`config.mk`:
```
export PLATFORM = sky130hd
export DESIGN_NAME = adaptive_range_encoder_core
export DESIGN_NICKNAME = d
export VERILOG_FILES = /design/src/hw/rtl/are_pkg.sv /design/src/hw/rtl/are_ram.sv /design/src/hw/rtl/are_ctrl.sv /design/src/hw/rtl/are_datapath.sv /design/src/hw/rtl/adaptive_range_encoder_core.sv
export SDC_FILE = /design/constraint.sdc
export NUM_CORES = 2
export LEC_CHECK = 0
export BUFFER_PORTS_ARGS = -buffer_cell sky130_fd_sc_hd__buf_2
export CORE_ASPECT_RATIO = 1.4
export CORE_MARGIN = 1
export CORE_UTILIZATION = 24
export CTS_CLUSTER_SIZE = 28
export DETAILED_ROUTE_END_ITERATION = 12
export HOLD_SLACK_MARGIN = 0.06
export SLEW_MARGIN = 10
export SYNTH_ARGS = -nofsm -noshare
export SYNTH_HDL_FRONTEND = slang
export SYNTH_HIERARCHICAL = 1
export SYNTH_SLANG_ARGS = --single-unit
```
`constraint.sdc`:
```
create_clock -name clk -period 15 [get_ports clk]
set_input_delay 1.5 -clock clk [delete_from_list [all_inputs] [get_ports clk]]
set_output_delay 1.5 -clock clk [all_outputs]
set_load 0.005 [all_outputs]
```
`src/hw/rtl/are_pkg.sv`:
```
// Package for the adaptive range encoder: payload types, constants and
// controller/datapath interface structs. No dependencies.
`default_nettype none
package are_pkg;
    localparam int VALUE_BITS  = 16;
    localparam int TABLE_DEPTH = 65;
    localparam int NUM_TABLES  = 3;
    localparam int STORE_DEPTH = NUM_TABLES * TABLE_DEPTH;
    localparam int ADDR_W      = $clog2(STORE_DEPTH);
    localparam int WEIGHT_W    = 12;
    localparam int SUFFIX_BASE = 33;
    localparam int FLUSH_BYTES = 5;

    localparam logic [1:0] ACT_TYPE  = 2'd0;
    localparam logic [1:0] ACT_UNIV  = 2'd1;
    localparam logic [1:0] ACT_FLUSH = 2'd2;

    localparam logic [WEIGHT_W-1:0] PROB_HALF = 12'h800;
    localparam logic [12:0]         PROB_ONE  = 13'h1000;
    localparam logic [31:0]         TOP_RANGE = 32'h0100_0000;

    typedef struct packed {
        logic [1:0]  action;
        logic [1:0]  table_req;
        logic        bit_value;
        logic [15:0] value;
        logic [3:0]  shift_prefix;
        logic [3:0]  shift_suffix;
    } are_in_t;

    typedef struct packed {
        logic [7:0]  first_byte;
        logic [7:0]  fill_byte;
        logic [31:0] fill_count;
        logic        last;
    } are_out_t;

    typedef struct packed {
        logic load;
        logic rd;
        logic mul;
        logic upd;
        logic shift;
        logic norm;
        logic adv;
        logic finish;
    } are_cmd_t;

    typedef struct packed {
        logic act_code;
        logic act_flush;
        logic need_norm;
        logic seq_last;
        logic out_free;
        logic hold_valid;
    } are_status_t;
endpackage
`default_nettype wire

```
`src/hw/rtl/are_ram.sv`:
```
// Generic single-write, single-read RAM with a registered read port.
// No dependencies.
`default_nettype none
module are_ram #(
    parameter int WIDTH = 12,
    parameter int DEPTH = 195
) (
    input  wire logic                     clk,
    input  wire logic                     we,
    input  wire logic [$clog2(DEPTH)-1:0] waddr,
    input  wire logic [WIDTH-1:0]         wdata,
    input  wire logic [$clog2(DEPTH)-1:0] raddr,
    output logic [WIDTH-1:0]              rdata
);
    logic [WIDTH-1:0] mem [DEPTH];

    always_ff @(posedge clk)
    begin
        if (we)
        begin
            mem[waddr] <= wdata;
        end
        rdata <= mem[raddr];
    end
endmodule
`default_nettype wire

```
`src/hw/rtl/are_ctrl.sv`:
```
// Controller state machine of the adaptive range encoder.
// Depends on are_pkg.
`default_nettype none
module are_ctrl (
    input  wire logic                clk,
    input  wire logic                rst_n,
    input  wire logic                in_valid,
    output logic                     in_stall,
    input  wire are_pkg::are_status_t sts,
    output are_pkg::are_cmd_t        cmd
);
    import are_pkg::*;

    typedef enum logic [7:0] {
        S_IDLE   = 8'b0000_0001,
        S_DECODE = 8'b0000_0010,
        S_READ   = 8'b0000_0100,
        S_MUL    = 8'b0000_1000,
        S_UPD    = 8'b0001_0000,
        S_NORM   = 8'b0010_0000,
        S_FLUSH  = 8'b0100_0000,
        S_FINISH = 8'b1000_0000
    } state_t;

    state_t     state_reg, state_next;
    logic [2:0] cnt_reg, cnt_next;

    assign in_stall = (state_reg != S_IDLE);

    always_comb
    begin
        state_next = state_reg;
        cnt_next   = cnt_reg;
        cmd        = '0;
        unique case (state_reg)
            S_IDLE:
            begin
                if (in_valid)
                begin
                    cmd.load   = 1'b1;
                    state_next = S_DECODE;
                end
            end
            S_DECODE:
            begin
                cnt_next = '0;
                if (sts.act_code)
                begin
                    state_next = S_READ;
                end
                else if (sts.act_flush)
                begin
                    state_next = S_FLUSH;
                end
                else
                begin
                    state_next = S_FINISH;
                end
            end
            S_READ:
            begin
                cmd.rd     = 1'b1;
                state_next = S_MUL;
            end
            S_MUL:
            begin
                cmd.mul    = 1'b1;
                state_next = S_UPD;
            end
            S_UPD:
            begin
                cmd.upd    = 1'b1;
                state_next = S_NORM;
            end
            S_NORM:
            begin
                if (sts.need_norm)
                begin
                    if (sts.out_free)
                    begin
                        cmd.shift = 1'b1;
                        cmd.norm  = 1'b1;
                    end
                end
                else if (sts.seq_last)
                begin
                    state_next = S_FINISH;
                end
                else
                begin
                    cmd.adv    = 1'b1;
                    state_next = S_READ;
                end
            end
            S_FLUSH:
            begin
                if (sts.out_free)
                begin
                    cmd.shift = 1'b1;
                    cnt_next  = cnt_reg + 3'd1;
                    if (cnt_reg == 3'(FLUSH_BYTES - 1))
                    begin
                        state_next = S_FINISH;
                    end
                end
            end
            S_FINISH:
            begin
                if (!sts.hold_valid)
                begin
                    state_next = S_IDLE;
                end
                else if (sts.out_free)
                begin
                    cmd.finish = 1'b1;
                    state_next = S_IDLE;
                end
            end
            default:
            begin
                state_next = S_IDLE;
            end
        endcase
    end

    always_ff @(posedge clk or negedge rst_n)
    begin
        if (!rst_n)
        begin
            state_reg <= S_IDLE;
            cnt_reg   <= '0;
        end
        else
        begin
            state_reg <= state_next;
            cnt_reg   <= cnt_next;
        end
    end
endmodule
`default_nettype wire

```
`src/hw/rtl/are_datapath.sv`:
```
// Datapath of the adaptive range encoder: coder state, weight store,
// bit sequencing and the result registers. Depends on are_pkg and are_ram.
`default_nettype none
module are_datapath (
    input  wire logic                 clk,
    input  wire logic                 rst_n,
    input  wire are_pkg::are_in_t     in_data,
    input  wire are_pkg::are_cmd_t    cmd,
    output are_pkg::are_status_t      sts,
    output logic                      out_valid,
    input  wire logic                 out_stall,
    output are_pkg::are_out_t         out_data
);
    import are_pkg::*;

    logic [1:0]  act_reg;
    logic [1:0]  tbl_reg;
    logic        bitv_reg;
    logic [15:0] val_reg;
    logic [3:0]  sh1_reg;
    logic [3:0]  sh2_reg;
    logic [4:0]  n_reg;
    logic [4:0]  n_next;
    logic [5:0]  pos_reg;

    logic [31:0] range_reg;
    logic [32:0] low_reg;
    logic [7:0]  cache_reg;
    logic [31:0] pend_reg;
    logic [WEIGHT_W-1:0] type_w_reg;
    logic [STORE_DEPTH-1:0] valid_reg;
    logic        vq_reg;
    logic [31:0] thr_reg;
    logic [WEIGHT_W-1:0] wt_reg;

    logic        hold_valid_reg;
    are_out_t    hold_reg;
    logic        out_valid_reg;
    are_out_t    out_reg;

    logic [WEIGHT_W-1:0] ram_q;
    logic [ADDR_W-1:0]   addr;
    logic [6:0]  idx;
    logic [5:0]  total;
    logic [5:0]  sfx;
    logic        cur_bit;
    logic [3:0]  cur_sh;
    logic [3:0]  eff_sh;
    logic        is_type;
    logic        is_code;
    logic [WEIGHT_W-1:0] wt_in;
    logic [WEIGHT_W-1:0] wt_new;
    logic        ram_we;
    logic        carry;
    logic        emit;
    logic        out_free;
    are_out_t    res;

    always_comb
    begin
        n_next = '0;
        for (int i = 0; i < VALUE_BITS; i++)
        begin
            if (in_data.value[i])
            begin
                n_next = 5'(i + 1);
            end
        end
    end

    assign is_type = (act_reg == ACT_TYPE);
    assign is_code = is_type || ((act_reg == ACT_UNIV) && (tbl_reg < 2'(NUM_TABLES)));
    assign total   = (n_reg == 5'd0) ? 6'd1 : {n_reg, 1'b0};
    assign sfx     = {n_reg, 1'b0} - 6'd1 - pos_reg;

    always_comb
    begin
        if (is_type)
        begin
            cur_bit = bitv_reg;
            idx     = '0;
            cur_sh  = sh1_reg;
        end
        else if (pos_reg < {1'b0, n_reg})
        begin
            cur_bit = 1'b1;
            idx     = {1'b0, pos_reg};
            cur_sh  = sh1_reg;
        end
        else if (pos_reg == {1'b0, n_reg})
        begin
            cur_bit = 1'b0;
            idx     = {1'b0, pos_reg};
            cur_sh  = sh1_reg;
        end
        else
        begin
            cur_bit = val_reg[sfx[3:0]];
            idx     = 7'(SUFFIX_BASE) + {1'b0, sfx};
            cur_sh  = sh2_reg;
        end
    end

    assign eff_sh = (cur_sh == 4'd0) ? 4'd1 : cur_sh;
    assign addr   = ADDR_W'(tbl_reg) * ADDR_W'(TABLE_DEPTH) + ADDR_W'(idx);
    assign wt_in  = is_type ? type_w_reg : (vq_reg ? ram_q : PROB_HALF);
    assign wt_new = cur_bit ? (wt_reg - (wt_reg >> eff_sh))
                            : (wt_reg + WEIGHT_W'((PROB_ONE - {1'b0, wt_reg}) >> eff_sh));
    assign ram_we = cmd.upd && !is_type;

    are_ram #(
        .WIDTH(WEIGHT_W),
        .DEPTH(STORE_DEPTH)
    ) u_weights (
        .clk  (clk),
        .we   (ram_we),
        .waddr(addr),
        .wdata(wt_new),
        .raddr(addr),
        .rdata(ram_q)
    );

    assign carry = low_reg[32];
    assign emit  = (low_reg[31:24] != 8'hFF) || carry;
    assign res.first_byte = cache_reg + {7'd0, carry};
    assign res.fill_byte  = carry ? 8'h00 : 8'hFF;
    assign res.fill_count = pend_reg - 32'd1;
    assign res.last       = 1'b0;

    assign out_free = !out_valid_reg || !out_stall;

    assign sts.act_code   = is_code;
    assign sts.act_flush  = (act_reg == ACT_FLUSH);
    assign sts.need_norm  = (range_reg < TOP_RANGE);
    assign sts.seq_last   = ((pos_reg + 6'd1) == total) || is_type;
    assign sts.out_free   = out_free;
    assign sts.hold_valid = hold_valid_reg;

    assign out_valid = out_valid_reg;
    assign out_data  = out_reg;

    always_ff @(posedge clk)
    begin
        if (cmd.load)
        begin
            act_reg  <= in_data.action;
            tbl_reg  <= in_data.table_req;
            bitv_reg <= in_data.bit_value;
            val_reg  <= in_data.value;
            sh1_reg  <= in_data.shift_prefix;
            sh2_reg  <= in_data.shift_suffix;
            n_reg    <= n_next;
        end
        if (cmd.rd)
        begin
            vq_reg <= valid_reg[addr];
        end
        if (cmd.mul)
        begin
            thr_reg <= 32'(range_reg[31:12] * wt_in);
            wt_reg  <= wt_in;
        end
    end

    always_ff @(posedge clk or negedge rst_n)
    begin
        if (!rst_n)
        begin
            pos_reg        <= '0;
            range_reg      <= 32'hFFFF_FFFF;
            low_reg        <= '0;
            cache_reg      <= 8'hFF;
            pend_reg       <= '0;
            type_w_reg     <= PROB_HALF;
            valid_reg      <= '0;
            hold_valid_reg <= 1'b0;
            hold_reg       <= '0;
            out_valid_reg  <= 1'b0;
            out_reg        <= '0;
        end
        else
        begin
            if (cmd.load)
            begin
                pos_reg <= '0;
            end
            else if (cmd.adv)
            begin
                pos_reg <= pos_reg + 6'd1;
            end

            if (cmd.upd)
            begin
                if (cur_bit)
                begin
                    range_reg <= range_reg - thr_reg;
                    low_reg   <= low_reg + {1'b0, thr_reg};
                end
                else
                begin
                    range_reg <= thr_reg;
                end
                if (is_type)
                begin
                    type_w_reg <= wt_new;
                end
                else
                begin
                    valid_reg[addr] <= 1'b1;
                end
            end

            if (out_valid_reg && !out_stall)
            begin
                out_valid_reg <= 1'b0;
            end

            if (cmd.shift)
            begin
                if (cmd.norm)
                begin
                    range_reg <= {range_reg[23:0], 8'h00};
                end
                low_reg <= {1'b0, low_reg[23:0], 8'h00};
                if (emit)
                begin
                    cache_reg <= low_reg[31:24];
                    pend_reg  <= 32'd1;
                    if (pend_reg != 32'd0)
                    begin
                        if (hold_valid_reg)
                        begin
                            out_reg       <= hold_reg;
                            out_valid_reg <= 1'b1;
                        end
                        hold_reg       <= res;
                        hold_valid_reg <= 1'b1;
                    end
                end
                else if (pend_reg != 32'hFFFF_FFFF)
                begin
                    pend_reg <= pend_reg + 32'd1;
                end
            end

            if (cmd.finish)
            begin
                out_reg       <= '{first_byte: hold_reg.first_byte,
                                   fill_byte:  hold_reg.fill_byte,
                                   fill_count: hold_reg.fill_count,
                                   last:       1'b1};
                out_valid_reg  <= 1'b1;
                hold_valid_reg <= 1'b0;
            end
        end
    end
endmodule
`default_nettype wire

```
`src/hw/rtl/adaptive_range_encoder_core.sv`:
```
// Top level of the adaptive range encoder: controller plus datapath.
// Depends on are_pkg, are_ctrl and are_datapath.
//
//   channel  direction  handshake          payload
//   in       input      in_valid/in_stall  are_in_t
//   out      output     out_valid/out_stall are_out_t
//
// A coded bit passes through the weight read, multiply, update and check states,
// where the check state does any normalizing byte shifts; a universal code of an
// n-bit value codes 2n bits (one bit for zero). A flush shifts out five bytes.
// Each item also passes through the accept, decode and finish states. Byte shifts wait for a free output.
// Reset sets the coder state and marks every stored weight as 0x800 at once.
// A stalled output holds the byte shift that would produce the next transaction.
`default_nettype none
module adaptive_range_encoder_core (
    input  wire logic             clk,
    input  wire logic             rst_n,
    input  wire logic             in_valid,
    output logic                  in_stall,
    input  wire are_pkg::are_in_t in_data,
    output logic                  out_valid,
    input  wire logic             out_stall,
    output are_pkg::are_out_t     out_data
);
    import are_pkg::*;

    are_cmd_t    cmd;
    are_status_t sts;

    are_ctrl u_ctrl (
        .clk     (clk),
        .rst_n   (rst_n),
        .in_valid(in_valid),
        .in_stall(in_stall),
        .sts     (sts),
        .cmd     (cmd)
    );

    are_datapath u_dp (
        .clk      (clk),
        .rst_n    (rst_n),
        .in_data  (in_data),
        .cmd      (cmd),
        .sts      (sts),
        .out_valid(out_valid),
        .out_stall(out_stall),
        .out_data (out_data)
    );
endmodule
`default_nettype wire

```
### Word level (Yosys, flattened, before mapping)

Memories as Yosys holds them, arrays and structs flattened. A register that Yosys moved wholly into a read port is not among the register bits.
Index checks and enable logic that the tools add are counted.

* bits in registers: 507
* RAM bits: 2340
* input bits: 33
* word-level logic and storage cells: 200
* memories kept: 1

* add/subtract/negate cells: 14
* $mul: 2
* order comparisons: 6
* equal/unequal tests: 21
* shift operators: 2
* multiplexer cells: 90
* bitwise operators: 2
* reduce and logical (&&, ||, !) cells: 34

Memory list
* u_dp.u_weights.mem: words 195, bits a word 12, read ports 1, clocked after memory_dff 1, write ports 1, RTL line are_ram.sv:15 `logic [WIDTH-1:0] mem [DEPTH];`

Operators with widths (count)
* two-way mux 49 bit: 5
* bitwise OR 195 bit: 1
* two-way mux 32 bit: 6
* two-way mux 33 bit: 3
* two-way mux 8 bit: 10
* two-way mux 5 bit: 14
* one-hot mux 8 bit (8 select lines): 1
* two-way mux 12 bit: 3
* adder 33 x 32 -> 33 bit: 1
* adder 32 x 1 -> 32 bit, second input constant: 1
* less-than comparator 32 x 25 -> 1 bit, second input constant: 1
* multiplier 20 x 12 -> 32 bit: 1
* != test 32 bit, second input constant: 1
* nonzero test 32 bit: 1
* subtractor 32 x 1 -> 32 bit, second input constant: 1
* subtractor 32 bit: 1
* two-way mux 1 bit: 29
* two-way mux 7 bit: 3
* two-way mux 6 bit: 3
* nonzero test 2 bit: 9
* two-way mux 4 bit: 4
* right shift 13 x 4 -> 12 bit: 1
* subtractor 13 x 12 -> 13 bit, first input constant: 1
* adder 12 bit: 1
* 51 further kinds: 69

### Depth between registers and ports, before layout

* word-level depth: 15
* gate-level depth with buffers: 30
* mapped depth without buffers: 27

### By module

The synthesis kept the hierarchy.

By module, submodules not included
* are_ram: instances 1, cells each 4142, area an instance 91312.6 sq um, sequential area each 70507.6 sq um
* are_datapath: instances 1, cells each 3399, area an instance 33911.3 sq um, sequential area each 12508.2 sq um
* are_ctrl: instances 1, cells each 83, area an instance 738.2 sq um, sequential area each 276.5 sq um

### Least setup slack after synthesis

No wires, ideal clock.

* kind: register -> register
* start: reg u_dp.pos_reg[0]
* end: mem u_dp.u_weights.mem[0][10] (data pin)
* library setup time: 1309 ps
* arrival: 10530 ps
* data required time: 13691 ps
* slack: 3160 ps
* cell stages (with the launch flop): 26
* clock period less this slack: 11840 ps
* path through: dfrtp_1 -> clkbuf_1 -> inv_1 -> ha_1 -> and3_4 -> a211oi_4 -> mux2i_1 -> buf_2 -> mux2i_1 -> or3_1 -> o211ai_1 -> and2_1 -> inv_1 -> ha_1 -> inv_1 -> or2_1 -> nor4_1 -> xnor2_1 -> a21oi_1 -> ha_1 -> inv_1 -> o21bai_1 -> a21oi_1 -> o21bai_1 -> a21oi_1 -> xnor2_1

* cells in the longest elaborated chain, start to end: 9
* elaborated cells between the ends (all ways): 18

Ends and longest elaborated chain
* from (decl): RTL line are_datapath.sv:24 `logic [5:0] pos_reg;`
* from (signal assigned): RTL line are_datapath.sv:189 `pos_reg <= pos_reg + 6'd1;`
* parallel branches: the longest is 8 deep, another holds adder 12 bit
* two-way mux 12 bit *: RTL line are_datapath.sv:107 `assign wt_new = cur_bit ? (wt_reg - (wt_reg >> eff_sh))`
* net u_dp.wt_new[10]: RTL line are_datapath.sv:52 `logic [WEIGHT_W-1:0] wt_new;`
* to (decl): RTL line are_ram.sv:15

Mark *: on every way through the listed nets, which the timed path passes. The select of a mux whose other input is x is not followed.

### Worst setup path in the final report

* start: reg u_dp.pos_reg[0]
* end: reg u_dp.u_weights.rdata[2] (read register of u_dp.u_weights.mem)

* cells in the longest elaborated chain, start to end: 6
* elaborated cells between the ends (all ways): 8

Ends and longest elaborated chain
* subtractor 6 bit: RTL line are_datapath.sv:74 `assign sfx = {n_reg, 1'b0} - 6'd1 - pos_reg;`
* adder 6 x 6 -> 7 bit: RTL line are_datapath.sv:99 `idx = 7'(SUFFIX_BASE) + {1'b0, sfx};`
* two-way mux 7 bit: RTL line are_datapath.sv:90 `else if (pos_reg == {1'b0, n_reg})`
* two-way mux 7 bit *: RTL line are_datapath.sv:84 `else if (pos_reg < {1'b0, n_reg})`
* two-way mux 7 bit *: RTL line are_datapath.sv:78 `if (is_type)`
* adder 8 x 7 -> 8 bit *: RTL line are_datapath.sv:105 `assign addr = ADDR_W'(tbl_reg) * ADDR_W'(TABLE_DEPTH) + ADDR_W'(idx);`
* net u_dp.addr[2]: RTL line are_datapath.sv:42 `logic [ADDR_W-1:0] addr;`
* to (decl): RTL line are_ram.sv:13 `output logic [WIDTH-1:0] rdata`

The timed path passes the listed nets; every way through them passes the cells marked *.
A chain may end at the register's enable or synchronous reset.

==> results.txt <==
----------------------------------------------------
[Drt]
  Wire length per cell ... between 20 and 25 microns
  Total Routed Length ... 345000 microns
  Vias per cell ... 4.61
  Initial drt markers ... around 6000
  Number of vias after detailed routing ... 69358
  Detailed-routing iteration count for the pre-antenna-repair pass ... 6
  Antenna-violating nets left ... 0
  Number of design rule violations left after detail routing ... 0

[Worst hold path]
  Worst hold stages ... 1
  Hold WC Path Type ... register to register

[Clock network]
  Deepest clock path buffer count ... 4
  Number of buffers inserted during clock tree synthesis ... 284
  Post-CTS resize count ... 0
  Number of buffers inserted by post-CTS setup repair ... 0
  Clk sink count ... about 2800
  Count of hold-fix buffers inserted at cts ... 0
  Clock tree from TritonCTS ... done
  Total number of H-tree levels ... 5
  Clock tree root driver cell ... clkbuf_16
  Clock-pin slew of the registers on the worst-case setup and hold paths ... 0.06 ns
  Worst-Skew Late Latency ... roughly 0.91 ns

[STA]
  Actual slew at the worst max-slew pin ... 1.33 ns
  Tightest hold margin ... about 0.45 ns
  Total Neg Setup Slack ... 0 ns
  RSZ-0062 raised after global routing ... no
  Final setup violation count ... 0
  Number of pins with negative max-slew slack in the final report ... 0
  Fmax achieved ... roughly 120 MHz
  Hold Violations, Final ... 0
  Rel. slew slack ... 11.6%
  Final clock period utilization by the worst path ... 54.4%
  Slack of the critical path ... about 6.8 ns
  Post-route clock skew ... roughly 0.10 ns
  Time the final worst path needs with I/O delays and setup ... 8.16 ns

[Floorplan]
  Die Outline Area ... about 0.53 sq mm
  Chip height ... about 860 microns
  Count of boundary I/O pins ... 84
  Site Rows ... roughly 310
  Area of the placeable core ... roughly 0.52 sq mm
  Die X-Extent ... just over 600 microns
  Initial standard-cell utilization of the core ... about a quarter

[GRT]
  Tot GR Track Use ... 12.7%
  Total overflow reported by the global router ... 0
  Number of global-route vias before repair ... approximately 70000
  Number of antenna violations at the first check in global routing ... 20
  First-pass GRT wire length ... between 500000 and 600000 microns
  Largest net degree at the start of global routing ... 197

[Yosys]
  Synthesized cell area ... 0.126 sq mm
  Mean post-synth cell area ... between 15 and 20 sq um
  Adder-cell share of the synthesized area ... between 4 and 5%
  Post-Syn Nets ... 8011
  Portion of netlist area occupied by mux cells ... between 10 and 15%
  Register area share after synthesis ... 66.1%
  Post-synthesis cell type count ... ~110
  Post-synthesis share of cell area spent on and, or, nand and nor gates ... ~5.6%
  Parity-gate share of the synthesized area counting xor and xnor cells ... 1.30%
  Number of standard cells after synthesis ... approximately 7600
  Async SR Flop Fraction ... between 10% and 20%
  Synth Area in Compound Gates ... around 5.2%
  Combinational family with the most area after synthesis ... multiplexers
  Main synth FF type ... edfxtp_1
  Number of register bits inferred by synthesis ... 2845
  Number of flops mapped to enable cells by yosys ... between 2000 and 2500
  Syn. warnings ... 6

[Power and ir drop]
  Switching power total ... ~7.8 mW
  Leakage power total ... roughly 50 nW
  Gate power share ... a little over a quarter
  Switching share of power ... between 30% and 40%
  Clk network pwr share ... 28.8%
  Internal power ... ~17 mW
  Pwr Density ... approximately 170 mW/mm^2
  PnR Total Power ... approximately 25 mW
  Worst ir drop on vdd ... about 0.43 mV
  Sequential cell fraction of total power ... approximately 44%

[Placed design]
  Post-Place Cells ... approximately 15000
  IO Port Bufs ... just over 80
  HPWL after DPL ... roughly 220000 microns
  RePlAce Congestion ... 0.867
  Post-placement setup slack ... approximately 6.8 ns

[Setup path]
  Startpoint Class ... register
  WP data arrival ... 8.88 ns
  CP Data Required Time ... around 16 ns
  Setup crit end kind ... register
  Critical path class ... register to register
  Largest driver fanout on the critical path ... between 70 and 80
  Reg2reg path depth ... 21

[Cells and area]
  Share of layout cells above drive strength 1 ... 20.8%
  Max FFs per register ... 2340
  Non-filler cells, final ... about 15000
  Number of nets in the layout ... roughly 8300
  Synth-to-layout area growth ... 14.9%

[Flow run]
  Maximum Capacitance Violations ... 0

[Status]
  Outcome ... finished, final reports clean

----------------------------------------------------
path summary, 6_finish.rpt:
kind / startpoint / to / slack, ns
setup / recovery: u_dp/pos_reg[0]$_DFFE_PN0P_ / u_dp/u_weights/rdata[2]$_DFF_P_ / 6.84
hold / removal: u_dp/valid_reg[114]$_DFFE_PN0P_ / u_dp/valid_reg[114]$_DFFE_PN0P_ / 0.45
setup reg to reg: u_dp/pos_reg[0]$_DFFE_PN0P_ / u_dp/u_weights/rdata[2]$_DFF_P_ / 6.84
hold reg to reg: u_dp/valid_reg[114]$_DFFE_PN0P_ / u_dp/valid_reg[114]$_DFFE_PN0P_ / 0.45
max in group asynchronous: rst_n / u_dp/valid_reg[22]$_DFFE_PN0P_ / 11.89
min in group asynchronous: rst_n / u_dp/out_data[5]$_DFFE_PN0P_ / 0.71
cells by family after synthesis:
family | Yosys count
simple gates | 1542
fa+ha+maj | 354
compound gates | 973
mux | 979
buf+inv | 744
xor+xnor | 187
flops | 2845
synthesized netlist by cell type (all sizes together) (87+ instances only):
master     n  area, sq um
mux2     104         1170
buf      200         1530
mux4     639        14400
a21oi    211         1060
dfrtp    372         9310
mux2i    236         2360
nand2    506         1900
a21o     145         1090
inv      328         1230
o21bai   112          841
xnor2    107          937
ha       169         2110
and2      87          546
fa       185         3700
nor2     482         1820
clkbuf   214          805
edfxtp  2419        72600
o21ai    151          756
nand3    128          641
worst max-delay path, cell delays in order, from the launching register on:
cell       delay [ns]
dfrtp_1          0.68
inv_1            0.19
ha_1             0.22
nor2b_1          0.11
o21ai_1          0.14
a21oi_1          0.44
nor2_1           0.09
a21oi_1          0.15
nor2_1           0.07
ha_1             0.34
ha_4             0.17
fa_4             1.09
buf_4            0.41
buf_4            0.53
buf_4            0.50
buf_12           0.39
mux4_2           0.40
mux2i_1          0.40
a211oi_1         0.14
a2111oi_0        0.96
buf_4            0.31
a211oi_1         0.08
metrics by stage:
step	instance area, sq um	utilization [%]
6_report	145000	27.7
2_1_floorplan	126000	-
3_5_place_dp	136000	25.9
3_3_place_gp	136000	25.9
4_1_cts	145000	27.7
5_1_grt	145000	27.7
placed cells by master, fill, tap and decap left out, types with 167 or more instances in the layout:
master     netlist  final
edfxtp_1      2419   2419
mux4_2         638    638
a21oi_1        211    210
nand2_1        506    506
clkbuf_16        0    291
nor2_1         481    435
dfrtp_1        372    372
ha_1           169    167
mux2i_1        236    234
inv_1          326    322
fa_1           185    183
buf_4           39    273
layout make-up:
class	instances	area, sq um
antenna	8	20.0
clock buffer	360	7620
clock inverter	149	1480
fill	52313	378000
inverter	330	1250
multi-input combinational	4035	39500
sequential	2845	83300
tap	6952	8700
timing repair buffer	375	2850
layer usage:
layer / vias to the layer above / wire length (microns) / GRT usage [%]
li1: 29814 / - / -
met1: 36596 / 128000 / 14.6
met2: 2253 / 177000 / 22.9
met3: 683 / 19600 / 1.96
met4: 12 / 20400 / 6.69
met5: - / 68 / 0
power by group through the flow:
stage / Sequential [mW] / Combinational, mW / Clock [mW]
after floorplan: 11.5 / 4.25 / 0
after global placement: 11.1 / 6.59 / 0
after detailed placement: 11.1 / 6.69 / 0
after CTS: 10.9 / 6.71 / 7.25
after global routing: 10.9 / 7.19 / 7.53
final: 10.9 / 6.59 / 7.11
Power figures use the tool's default switching activity.
